`src/hdl/svpd_pkg.sv`:
```
// ----------------------------------------------------------------------------
// svpd_pkg
// Shared widths, constants and helpers for the space vector PWM duty block.
// ----------------------------------------------------------------------------
package svpd_pkg;

  // field widths
  localparam int unsigned VOLT_W = 16;
  localparam int unsigned DUTY_W = 15;
  localparam int unsigned CODE_W = 3;

  // internal widths
  localparam int unsigned FRAC_W = 14;   // Q14 fraction bits
  localparam int unsigned TIME_W = 16;   // rounded active time, up to about 44800
  localparam int unsigned SUM_W  = 17;   // sum of two active times
  localparam int unsigned U_W    = 32;   // Q28 reference voltages

  // serial multiplier operand widths
  localparam int unsigned MUL_MCAND_W  = 17;
  localparam int unsigned MUL_MPLIER_W = 15;

  // period, sqrt(3)/2 in Q14, rounding half in Q28 -> Q14
  localparam int unsigned PERIOD     = 16384;
  localparam int unsigned K_SQRT3_2  = 14189;
  localparam int unsigned ROUND_HALF = 8192;

  // serial divider: quotient bits of PERIOD*PERIOD / sum
  localparam int unsigned DIV_STEPS = 15;
  localparam int unsigned DIV_CNT_W = $clog2(DIV_STEPS + 1);

  // sector sign codes u1 + 2*u2 + 4*u3
  localparam logic [CODE_W-1:0] SECT_NONE = 3'd0;
  localparam logic [CODE_W-1:0] SECT_U1   = 3'd1;
  localparam logic [CODE_W-1:0] SECT_U2   = 3'd2;
  localparam logic [CODE_W-1:0] SECT_U12  = 3'd3;
  localparam logic [CODE_W-1:0] SECT_U3   = 3'd4;
  localparam logic [CODE_W-1:0] SECT_U13  = 3'd5;
  localparam logic [CODE_W-1:0] SECT_U23  = 3'd6;
  localparam logic [CODE_W-1:0] SECT_ALL  = 3'd7;

  // round a Q28 value to Q14, nonpositive values give zero
  function automatic logic [TIME_W-1:0] round_q14(input logic signed [U_W-1:0] v);
    logic [U_W-1:0] r;
    r = $unsigned(v) + U_W'(ROUND_HALF);
    if (v[U_W-1] || (v == '0)) begin
      return '0;
    end
    return r[FRAC_W +: TIME_W];
  endfunction

endpackage

```
`src/hdl/svpd_if.sv`:
```
// ----------------------------------------------------------------------------
// svpd channel interfaces
// Valid/ready channels for the voltage command beat and the duty result beat.
// ----------------------------------------------------------------------------
interface svpd_in_if
  import svpd_pkg::*;
  ();
  logic                     valid;
  logic                     ready;
  logic signed [VOLT_W-1:0] volt_alpha;
  logic signed [VOLT_W-1:0] volt_beta;

  modport source (output valid, output volt_alpha, output volt_beta, input ready);
  modport sink   (input valid, input volt_alpha, input volt_beta, output ready);
endinterface

interface svpd_out_if
  import svpd_pkg::*;
  ();
  logic              valid;
  logic              ready;
  logic [DUTY_W-1:0] duty_a;
  logic [DUTY_W-1:0] duty_b;
  logic [DUTY_W-1:0] duty_c;
  logic [CODE_W-1:0] sector_code;
  logic              overmodulated;
  logic [DUTY_W-1:0] scale_factor;

  modport source (output valid, output duty_a, output duty_b, output duty_c,
                  output sector_code, output overmodulated, output scale_factor,
                  input ready);
  modport sink   (input valid, input duty_a, input duty_b, input duty_c,
                  input sector_code, input overmodulated, input scale_factor,
                  output ready);
endinterface

```
`src/hdl/svpd_mul.sv`:
```
// ----------------------------------------------------------------------------
// svpd_mul
// Bit-serial unsigned shift-add multiplier, one multiplier bit per cycle.
// ----------------------------------------------------------------------------
module svpd_mul
  import svpd_pkg::*;
#(
  parameter int unsigned McandW  = MUL_MCAND_W,
  parameter int unsigned MplierW = MUL_MPLIER_W
) (
  input  logic                       clk_i,
  input  logic                       rst_ni,
  input  logic                       start_i,
  input  logic [McandW-1:0]          mcand_i,
  input  logic [MplierW-1:0]         mplier_i,
  output logic                       done_o,
  output logic [McandW+MplierW-1:0]  prod_o
);

  localparam int unsigned ProdW = McandW + MplierW;
  localparam int unsigned CntW  = $clog2(MplierW + 1);

  logic [McandW-1:0] mcand_q;
  logic [ProdW-1:0]  prod_q;
  logic [CntW-1:0]   cnt_q;
  logic              done_q;
  logic [McandW:0]   hi_sum;

  // add the multiplicand into the upper half when the current bit is set
  always_comb begin
    hi_sum = {1'b0, prod_q[ProdW-1:MplierW]} + (prod_q[0] ? {1'b0, mcand_q} : '0);
  end

  // low half starts as the multiplier and shifts out one bit per cycle
  always_ff @(posedge clk_i or negedge rst_ni) begin
    if (!rst_ni) begin
      mcand_q <= '0;
      prod_q  <= '0;
      cnt_q   <= '0;
      done_q  <= 1'b0;
    end else if (start_i) begin
      mcand_q <= mcand_i;
      prod_q  <= {{McandW{1'b0}}, mplier_i};
      cnt_q   <= CntW'(MplierW);
      done_q  <= 1'b0;
    end else if (cnt_q != '0) begin
      prod_q  <= {hi_sum, prod_q[MplierW-1:1]};
      cnt_q   <= cnt_q - 1'b1;
      done_q  <= (cnt_q == CntW'(1));
    end else begin
      done_q  <= 1'b0;
    end
  end

  assign done_o = done_q;
  assign prod_o = prod_q;

endmodule

```
`src/hdl/space_vector_pwm_duty.sv`:
```
// ----------------------------------------------------------------------------
// space_vector_pwm_duty
// Seven-segment space vector PWM duties from an alpha/beta voltage command.
// ----------------------------------------------------------------------------
// Usage:
//   in_i carries one voltage command beat (volt_alpha, volt_beta, signed
//   Q2.14). out_o returns one beat per command: duties for phases A, B, C,
//   the sector sign code, the overmodulation flag and the last scale factor.
//   One command is worked on at a time; in_i.ready is high while no command
//   is in progress, also while a finished beat still waits on out_o.
//   A zero vector skips the zero-time step, and a command whose active times
//   need overmodulation scaling also passes through the divider and the
//   scaling multipliers. The bit-serial multiplier forms alpha*sqrt3/2 and,
//   for the scaling, both scaled active times in parallel; the bit-serial
//   divider forms period/sum. A new command is taken the cycle after the
//   previous result is loaded into the output register.
//   When out_o.ready is low the result register holds its beat; a finished
//   second result waits in the last step until the register frees up.
//   Reset clears the held duties to 0 and the scale factor to one (16384).
// ----------------------------------------------------------------------------
module space_vector_pwm_duty
  import svpd_pkg::*;
(
  input  logic        clk_i,
  input  logic        rst_ni,
  svpd_in_if.sink     in_i,
  svpd_out_if.source  out_o
);

  typedef enum logic [3:0] {
    ST_IDLE,
    ST_MUL,
    ST_UVEC,
    ST_QSEL,
    ST_TIME,
    ST_CHECK,
    ST_DIV,
    ST_SCALE,
    ST_ZERO,
    ST_DUTY
  } state_e;

  localparam int unsigned ProdW = MUL_MCAND_W + MUL_MPLIER_W;

  state_e                  state_q;
  logic                    alpha_neg_q;
  logic signed [VOLT_W-1:0] beta_q;
  logic signed [U_W-1:0]   p_q, pn_q;
  logic signed [U_W-1:0]   u1_q, u2_q, u3_q;
  logic signed [U_W-1:0]   qx_q, qy_q;
  logic [CODE_W-1:0]       code_q;
  logic [TIME_W-1:0]       tx_q, ty_q;
  logic [SUM_W-1:0]        div_den_q;
  logic [SUM_W-1:0]        div_rem_q;
  logic [DUTY_W-1:0]       div_quot_q;
  logic [DIV_CNT_W-1:0]    div_cnt_q;
  logic [DUTY_W-1:0]       sxy_q, t7_q;
  logic                    over_q, hold_q;
  logic [DUTY_W-1:0]       held_a_q, held_b_q, held_c_q, last_scale_q;
  logic                    out_valid_q;
  logic [DUTY_W-1:0]       out_a_q, out_b_q, out_c_q, out_scale_q;
  logic [CODE_W-1:0]       out_code_q;
  logic                    out_over_q;

  logic                       accept;
  logic                       out_free;
  logic                       out_load;
  logic [MUL_MCAND_W-1:0]     alpha_ext, abs_alpha;
  logic                       mul0_start, mul1_start, mul0_done, mul1_done;
  logic [MUL_MCAND_W-1:0]     mul0_mcand;
  logic [MUL_MPLIER_W-1:0]    mul0_mplier;
  logic [ProdW-1:0]           mul0_prod, mul1_prod;
  logic signed [U_W-1:0]      prod_s, beta_q28, beta_q27;
  logic [CODE_W-1:0]          code_d;
  logic signed [U_W-1:0]      qx_d, qy_d;
  logic [SUM_W-1:0]           sum_t, sum_s, zero_t;
  logic [SUM_W:0]             div_shift;
  logic                       div_ge;
  logic [SUM_W-1:0]           div_rem_d;
  logic [DUTY_W-1:0]          div_quot_d;
  logic                       div_last;
  logic [DUTY_W-1:0]          full_t, ty_t7;
  logic [DUTY_W-1:0]          duty_a_d, duty_b_d, duty_c_d;

  // handshake
  assign accept   = in_i.valid && in_i.ready;
  assign in_i.ready = (state_q == ST_IDLE);
  assign out_free = !out_valid_q || out_o.ready;
  assign out_load = (state_q == ST_DUTY) && out_free;

  // magnitude of alpha for the unsigned serial multiplier
  assign alpha_ext = {in_i.volt_alpha[VOLT_W-1], in_i.volt_alpha};
  assign abs_alpha = in_i.volt_alpha[VOLT_W-1] ? (~alpha_ext + 1'b1) : alpha_ext;

  // multiplier operands: alpha*sqrt3/2 at accept, then tx*scale / ty*scale
  assign div_last    = (state_q == ST_DIV) && (div_cnt_q == DIV_CNT_W'(1));
  assign mul0_start  = accept || div_last;
  assign mul1_start  = div_last;
  assign mul0_mcand  = (state_q == ST_IDLE) ? abs_alpha : {1'b0, tx_q};
  assign mul0_mplier = (state_q == ST_IDLE) ? MUL_MPLIER_W'(K_SQRT3_2) : div_quot_d;

  svpd_mul #(
    .McandW  (MUL_MCAND_W),
    .MplierW (MUL_MPLIER_W)
  ) u_mul0 (
    .clk_i    (clk_i),
    .rst_ni   (rst_ni),
    .start_i  (mul0_start),
    .mcand_i  (mul0_mcand),
    .mplier_i (mul0_mplier),
    .done_o   (mul0_done),
    .prod_o   (mul0_prod)
  );

  svpd_mul #(
    .McandW  (MUL_MCAND_W),
    .MplierW (MUL_MPLIER_W)
  ) u_mul1 (
    .clk_i    (clk_i),
    .rst_ni   (rst_ni),
    .start_i  (mul1_start),
    .mcand_i  ({1'b0, ty_q}),
    .mplier_i (div_quot_d),
    .done_o   (mul1_done),
    .prod_o   (mul1_prod)
  );

  // beta terms in Q28
  assign prod_s   = $signed(mul0_prod[U_W-1:0]);
  assign beta_q28 = {{(U_W-VOLT_W-FRAC_W){beta_q[VOLT_W-1]}}, beta_q, {FRAC_W{1'b0}}};
  assign beta_q27 = {{(U_W-VOLT_W-FRAC_W+1){beta_q[VOLT_W-1]}}, beta_q,
                     {(FRAC_W-1){1'b0}}};

  // sector code and active-time operands
  always_comb begin
    code_d = {(!u3_q[U_W-1] && (u3_q != '0)),
              (!u2_q[U_W-1] && (u2_q != '0)),
              (!u1_q[U_W-1] && (u1_q != '0))};
    case (code_d)
      SECT_U13: begin qx_d = u3_q;  qy_d = u1_q;  end
      SECT_U1:  begin qx_d = -u3_q; qy_d = -u2_q; end
      SECT_U12: begin qx_d = u1_q;  qy_d = u2_q;  end
      SECT_U2:  begin qx_d = -u1_q; qy_d = -u3_q; end
      SECT_U23: begin qx_d = u2_q;  qy_d = u3_q;  end
      default:  begin qx_d = -u2_q; qy_d = -u1_q; end
    endcase
  end

  // time sums and zero time
  assign sum_t  = SUM_W'(tx_q) + SUM_W'(ty_q);
  assign sum_s  = sum_t;
  assign zero_t = SUM_W'(PERIOD) - sum_s;

  // one restoring divide step
  always_comb begin
    div_shift = {div_rem_q, 1'b0};
    div_ge    = (div_shift >= {1'b0, div_den_q});
    if (div_ge) begin
      div_rem_d = SUM_W'(div_shift - {1'b0, div_den_q});
    end else begin
      div_rem_d = div_shift[SUM_W-1:0];
    end
    div_quot_d = {div_quot_q[DUTY_W-2:0], div_ge};
  end

  // seven-segment duty assignment per sector
  assign full_t = sxy_q + t7_q;
  assign ty_t7  = DUTY_W'(ty_q) + t7_q;

  always_comb begin
    case (code_q)
      SECT_U13: begin duty_a_d = full_t; duty_b_d = ty_t7;  duty_c_d = t7_q;   end
      SECT_U1:  begin duty_a_d = ty_t7;  duty_b_d = full_t; duty_c_d = t7_q;   end
      SECT_U12: begin duty_a_d = t7_q;   duty_b_d = full_t; duty_c_d = ty_t7;  end
      SECT_U2:  begin duty_a_d = t7_q;   duty_b_d = ty_t7;  duty_c_d = full_t; end
      SECT_U23: begin duty_a_d = ty_t7;  duty_b_d = t7_q;   duty_c_d = full_t; end
      default:  begin duty_a_d = full_t; duty_b_d = t7_q;   duty_c_d = ty_t7;  end
    endcase
  end

  // sequencer, held state and result register
  always_ff @(posedge clk_i or negedge rst_ni) begin
    if (!rst_ni) begin
      state_q      <= ST_IDLE;
      alpha_neg_q  <= 1'b0;
      beta_q       <= '0;
      p_q          <= '0;
      pn_q         <= '0;
      u1_q         <= '0;
      u2_q         <= '0;
      u3_q         <= '0;
      qx_q         <= '0;
      qy_q         <= '0;
      code_q       <= SECT_NONE;
      tx_q         <= '0;
      ty_q         <= '0;
      div_den_q    <= '0;
      div_rem_q    <= '0;
      div_quot_q   <= '0;
      div_cnt_q    <= '0;
      sxy_q        <= '0;
      t7_q         <= '0;
      over_q       <= 1'b0;
      hold_q       <= 1'b0;
      held_a_q     <= '0;
      held_b_q     <= '0;
      held_c_q     <= '0;
      last_scale_q <= DUTY_W'(PERIOD);
      out_valid_q  <= 1'b0;
      out_a_q      <= '0;
      out_b_q      <= '0;
      out_c_q      <= '0;
      out_code_q   <= SECT_NONE;
      out_over_q   <= 1'b0;
      out_scale_q  <= '0;
    end else begin
      // result beat loaded or taken
      if (out_load) begin
        out_valid_q <= 1'b1;
      end else if (out_o.ready) begin
        out_valid_q <= 1'b0;
      end

      case (state_q)
        ST_IDLE: begin
          if (accept) begin
            alpha_neg_q <= in_i.volt_alpha[VOLT_W-1];
            beta_q      <= in_i.volt_beta;
            state_q     <= ST_MUL;
          end
        end
        // wait for |alpha|*sqrt3/2, keep both signs of it
        ST_MUL: begin
          if (mul0_done) begin
            p_q     <= alpha_neg_q ? -prod_s : prod_s;
            pn_q    <= alpha_neg_q ? prod_s : -prod_s;
            state_q <= ST_UVEC;
          end
        end
        // reference voltages in Q28
        ST_UVEC: begin
          u1_q    <= beta_q28;
          u2_q    <= pn_q - beta_q27;
          u3_q    <= p_q - beta_q27;
          state_q <= ST_QSEL;
        end
        ST_QSEL: begin
          code_q  <= code_d;
          qx_q    <= qx_d;
          qy_q    <= qy_d;
          state_q <= ST_TIME;
        end
        ST_TIME: begin
          tx_q    <= round_q14(qx_q);
          ty_q    <= round_q14(qy_q);
          state_q <= ST_CHECK;
        end
        // zero vector holds, long vector gets scaled
        ST_CHECK: begin
          if ((code_q == SECT_NONE) || (code_q == SECT_ALL)) begin
            over_q  <= 1'b0;
            hold_q  <= 1'b1;
            state_q <= ST_DUTY;
          end else if (sum_t > SUM_W'(PERIOD)) begin
            over_q     <= 1'b1;
            hold_q     <= 1'b0;
            div_den_q  <= sum_t;
            div_rem_q  <= SUM_W'(ROUND_HALF);
            div_quot_q <= '0;
            div_cnt_q  <= DIV_CNT_W'(DIV_STEPS);
            state_q    <= ST_DIV;
          end else begin
            over_q  <= 1'b0;
            hold_q  <= 1'b0;
            state_q <= ST_ZERO;
          end
        end
        // one quotient bit per cycle, multipliers start on the last one
        ST_DIV: begin
          div_rem_q  <= div_rem_d;
          div_quot_q <= div_quot_d;
          div_cnt_q  <= div_cnt_q - 1'b1;
          if (div_last) begin
            last_scale_q <= div_quot_d;
            state_q      <= ST_SCALE;
          end
        end
        ST_SCALE: begin
          if (mul0_done && mul1_done) begin
            tx_q    <= mul0_prod[FRAC_W +: TIME_W];
            ty_q    <= mul1_prod[FRAC_W +: TIME_W];
            state_q <= ST_ZERO;
          end
        end
        // half of the remaining zero time
        ST_ZERO: begin
          sxy_q   <= sum_s[DUTY_W-1:0];
          t7_q    <= zero_t[DUTY_W:1];
          state_q <= ST_DUTY;
        end
        ST_DUTY: begin
          if (out_free) begin
            out_code_q  <= code_q;
            out_over_q  <= over_q;
            out_scale_q <= last_scale_q;
            if (hold_q) begin
              out_a_q <= held_a_q;
              out_b_q <= held_b_q;
              out_c_q <= held_c_q;
            end else begin
              held_a_q <= duty_a_d;
              held_b_q <= duty_b_d;
              held_c_q <= duty_c_d;
              out_a_q  <= duty_a_d;
              out_b_q  <= duty_b_d;
              out_c_q  <= duty_c_d;
            end
            state_q <= ST_IDLE;
          end
        end
        default: begin
          state_q <= ST_IDLE;
        end
      endcase
    end
  end

  // result channel
  assign out_o.valid         = out_valid_q;
  assign out_o.duty_a        = out_a_q;
  assign out_o.duty_b        = out_b_q;
  assign out_o.duty_c        = out_c_q;
  assign out_o.sector_code   = out_code_q;
  assign out_o.overmodulated = out_over_q;
  assign out_o.scale_factor  = out_scale_q;

endmodule
```
`src/flat_wrapper.sv`:
```
// flat-port wrapper written by rule: the top's interface ports become plain ports
module space_vector_pwm_duty_flat import svpd_pkg::*;
  (clk_i, rst_ni, in_i_valid, in_i_volt_alpha, in_i_volt_beta, in_i_ready, out_o_valid, out_o_duty_a, out_o_duty_b, out_o_duty_c, out_o_sector_code, out_o_overmodulated, out_o_scale_factor, out_o_ready);
  svpd_in_if in_i_i ();
  svpd_out_if out_o_i ();
  input  logic clk_i;
  input  logic rst_ni;
  input wire logic [$bits(in_i_i.valid)-1:0] in_i_valid;
  input wire logic [$bits(in_i_i.volt_alpha)-1:0] in_i_volt_alpha;
  input wire logic [$bits(in_i_i.volt_beta)-1:0] in_i_volt_beta;
  output wire logic [$bits(in_i_i.ready)-1:0] in_i_ready;
  output wire logic [$bits(out_o_i.valid)-1:0] out_o_valid;
  output wire logic [$bits(out_o_i.duty_a)-1:0] out_o_duty_a;
  output wire logic [$bits(out_o_i.duty_b)-1:0] out_o_duty_b;
  output wire logic [$bits(out_o_i.duty_c)-1:0] out_o_duty_c;
  output wire logic [$bits(out_o_i.sector_code)-1:0] out_o_sector_code;
  output wire logic [$bits(out_o_i.overmodulated)-1:0] out_o_overmodulated;
  output wire logic [$bits(out_o_i.scale_factor)-1:0] out_o_scale_factor;
  input wire logic [$bits(out_o_i.ready)-1:0] out_o_ready;
  assign in_i_i.valid = in_i_valid;
  assign in_i_i.volt_alpha = in_i_volt_alpha;
  assign in_i_i.volt_beta = in_i_volt_beta;
  assign in_i_ready = in_i_i.ready;
  assign out_o_valid = out_o_i.valid;
  assign out_o_duty_a = out_o_i.duty_a;
  assign out_o_duty_b = out_o_i.duty_b;
  assign out_o_duty_c = out_o_i.duty_c;
  assign out_o_sector_code = out_o_i.sector_code;
  assign out_o_overmodulated = out_o_i.overmodulated;
  assign out_o_scale_factor = out_o_i.scale_factor;
  assign out_o_i.ready = out_o_ready;
  space_vector_pwm_duty u_core (.clk_i(clk_i), .rst_ni(rst_ni), .in_i(in_i_i), .out_o(out_o_i));
endmodule
```
`config.mk`:
```
export PLATFORM = sky130hd
export DESIGN_NAME = space_vector_pwm_duty_flat
export DESIGN_NICKNAME = d
export VERILOG_FILES = /design/src/hdl/svpd_pkg.sv /design/src/hdl/svpd_if.sv /design/src/hdl/svpd_mul.sv /design/src/hdl/space_vector_pwm_duty.sv /design/src/flat_wrapper.sv
export SDC_FILE = /design/constraint.sdc
export NUM_CORES = 2
export LEC_CHECK = 0
export BUFFER_PORTS_ARGS = -buffer_cell sky130_fd_sc_hd__buf_2
export CORE_UTILIZATION = 55
export CTS_CLUSTER_DIAMETER = 40
export CTS_CLUSTER_SIZE = 12
export DETAILED_ROUTE_END_ITERATION = 12
export PLACE_DENSITY = 0.72
export RECOVER_POWER = 50
export SKIP_CTS_REPAIR_TIMING = 1
export SLEW_MARGIN = 20
export SYNTH_ARGS = -nofsm -noshare
export SYNTH_HDL_FRONTEND = slang
export SYNTH_HIERARCHICAL = 1
export SYNTH_SLANG_ARGS = --single-unit
```
`constraint.sdc`:
```
create_clock -name clk_i -period 5.5 [get_ports clk_i]
set_input_delay 1.1 -clock clk_i [delete_from_list [all_inputs] [get_ports clk_i]]
set_output_delay 1.1 -clock clk_i [all_outputs]
set_load 0.005 [all_outputs]
```
==> flow_summary.ini <==
[global_route]
antenna_found_initial = 2
grt_pass1_vias = 28270
gr-total-overflow = 0
grt_pass1_wl_um = 161700
grt_max_degree = 110
grt_usage_pct = 32.18

[sta]
period_needed_ns = 4.535
setup_viol = 0
slew_headroom_pct = -83.06
setup_slack_ns = 0.9646
clock_skew_ns = 0.03279
rsz0062_at_grt = false
whs_ns = 0.4685
finalCritPeriodShare_pct = 82.46
final.setup.tns_ns = 0
drv_slew = 296
max_freq_mhz = 220.5
worstMarginPinSlew_ns = 2.746
hold_viol = 0

[status]
status = complete, but fails checks
violations = max-capacitance violations, max-slew violations

[placement]
dp_hpwl_um = 73400
gp_congestion = 1.004
io_buffer_count = 101
pre_cts_ws_ns = 1.057
placed_cell_area_um2 = 35640

[clocking]
root_buffer = clkbuf_16
insertion_delay_ns = 0.65
clkTransAtPathRegs_ns = 0.05
cts_sinks = 534
cts_tree = yes
numCtsBuffers = 92
htreeDepth = 3
clockBufferDepth = 3

[detailed_routing]
wl_per_cell_um = 20.71
wirelength_um = 102600
vias_per_cell = 6.127
drc = 0
drt_iter0_markers = 3222
antenna_left = 0
vias = 30340
drt_pass1_iterations = 8

[setup_path]
critPathKind = flip-flop to flip-flop
timing.rr.end = u_core/qy_q[16]$_DFFE_PN0P_
cp_max_fo = 24
cp.required_ns = 6.00
rrSetupSlack_ns = 0.96
cp_data_arrival_time_ns = 5.03
rr_worst_depth = 12
end_kind = flip-flop
r2r-start = u_core/u1_q[20]$_DFFE_PN0P_
cp-start-kind = flip-flop

[yosys]
synth_cell_type_count = 101
synth_area_per_cell_um2 = 8.562
synth_edf_count = 0
synth.largest_area_cell = dfrtp_1
netlist_instances = 4033
yosys-top-cells-area = dfrtp_1, nand2_1, ha_1
yosysSeqAreaShare_pct = 38.70
ys_ff_latch = 534
synthFlopType = dfrtp_1
synth_top_area_share_pct = 38.62
syn_area_um2 = 34530
async_flop_share_pct = 100.0
ys_warn_count = 6

[final_layout]
final_common_cell = nand2_1
final_layout_size_suffix_gt1_share_pct = 11.83
nNetsFinal = 4228
mostFrequentLayoutCells = nand2_1, dfrtp_1, o21ai_0, nor2_1, a21oi_1
diodes = 0
multiInputGateArea_um2 = 19810
fillCellCount = 5246
layout-area-overhead-vs-synth_pct = 12.91
fin_area_um2 = 38990
seq_area_um2 = 13370

[power_and_ir_drop]
powerDensity_nw_per_um2 = 691.1
p_leak_nw = 17.88
peakVddDrop_uv = 372.0

[floorplan]
start_util_pct = 55.85
die_height_um = 252.6
core-area_um2 = 61830
io_pins = 102
die_x_um = 252.6
dieArea_um2 = 63790
num_rows = 91

[worst_hold_path]
hold_path.class = flip-flop to flip-flop
hold_start = u_core/pn_q[12]$_DFFE_PN0P_
holdPathEnd = u_core/u2_q[12]$_DFFE_PN0P_
min_path_cells = 2

[job]
drv_cap = 7
-- critical path: stages, from the launching register on --
cell	delay [ns]
dfrtp_1	0.46
or3_1	0.46
or4b_2	0.69
or3_1	0.46
or3_1	0.34
ha_2	0.34
inv_1	0.42
buf_4	0.28
o21ai_0	0.26
nand2_1	0.13
o21ai_0	0.08
a2111oi_0	0.40
nor2_1	0.07
-- kinds of logic (layout without fill, tap and decap cells) --
| family | count (synthesis) | after routing | share of synthesized area (%) |
|---|---|---|---|
| buf+inv | 361 | 442 | 4.181 |
| fa+ha+maj | 154 | 154 | 5.754 |
| compound gates | 1117 | 1117 | 20.29 |
| mux | 152 | 152 | 4.732 |
| xor+xnor | 292 | 292 | 7.406 |
| other cells | 1 | 2 | 0.01086 |
| simple gates | 1422 | 1422 | 18.93 |
| flops | 534 | 534 | 38.70 |
-- per-layer routing --
metal	GRT usage (%)	up-vias	routed length, um
li1	-	14330	-
met1	47.42	14620	45820
met2	48.32	1232	45370
met3	5.963	155	9391
met4	8.641	2	1962
met5	0	-	9
-- state kept, by name (all words and copies together), names as in the netlist, 31 cells and up --
name,count
u_core/pn_q,31
u_core/p_q,32
u_core/u2_q,32
u_core/u3_q,31
u_core/qx_q,32
u_core/qy_q,32
u_core/u_mul0/prod_o,32
u_core/u_mul1/prod_o,32
-- power by group --
group / switching, mW / leakage, nW / internal (mW)
combinational: 8.61 / 9.07 / 5.31
clock: 2.19 / 1.65 / 4.08
sequential: 1.74 / 7.17 / 5.00
total: 12.5 / 17.9 / 14.4
-- synth_stat cells, types with 20 or more instances --
library cell	count
nand4_1	22
or2_2	22
nand2_1	640
inv_1	112
mux2_2	86
nand2b_1	36
o31ai_1	28
o22ai_1	48
nand3_1	62
a221oi_1	22
o21ai_1	50
a21o_1	49
ha_1	146
nor2b_1	37
xnor2_1	161
o211ai_1	21
buf_2	37
dfrtp_1	533
nor4_1	31
and2_1	43
a21oi_1	225
o21a_1	36
o21ai_0	360
a31oi_1	35
xor2_1	131
o221ai_1	25
clkbuf_1	183
and3_1	20
nor3_1	92
a211oi_1	37
mux2i_1	65
or3_1	42
or4_1	20
nor2_1	297
a22oi_1	51
-- area by class of cell --
class	count	share of cell area, %
Inverter	114	1.098
Timing Repair Buffer	157	2.407
Clock inverter	64	2.381
Sequential cell	534	34.29
Clock buffer	107	6.338
Tap cell	837	2.686
Multi-Input combinational cell	3139	50.80
-- per-stage QoR --
stage	cells	total power, mW	utilization [%]
finish	4952	26.94	63.06
global route	4952	28.61	63.06
CTS	4952	26.61	63.14
detailed placement	4781	20.22	57.64
global placement	4781	20.07	57.64
floorplan	4034	16.24	-
-- how the worst max path moves through the flow --
stage,start,end,slack (ns)
after detailed placement,u_core/u1_q[20]$_DFFE_PN0P_,u_core/qy_q[16]$_DFFE_PN0P_,1.06
after floorplan,u_core/u1_q[16]$_DFFE_PN0P_,u_core/qy_q[16]$_DFFE_PN0P_,1.75
after CTS,u_core/u1_q[16]$_DFFE_PN0P_,u_core/qy_q[16]$_DFFE_PN0P_,1.04
final,u_core/u1_q[20]$_DFFE_PN0P_,u_core/qy_q[16]$_DFFE_PN0P_,0.96
after global placement,u_core/u1_q[16]$_DFFE_PN0P_,u_core/qy_q[16]$_DFFE_PN0P_,1.04
after global routing,rst_ni,u_core/u2_q[20]$_DFFE_PN0P_,0.44
Note: power is estimated with default switching activity, not from simulation.
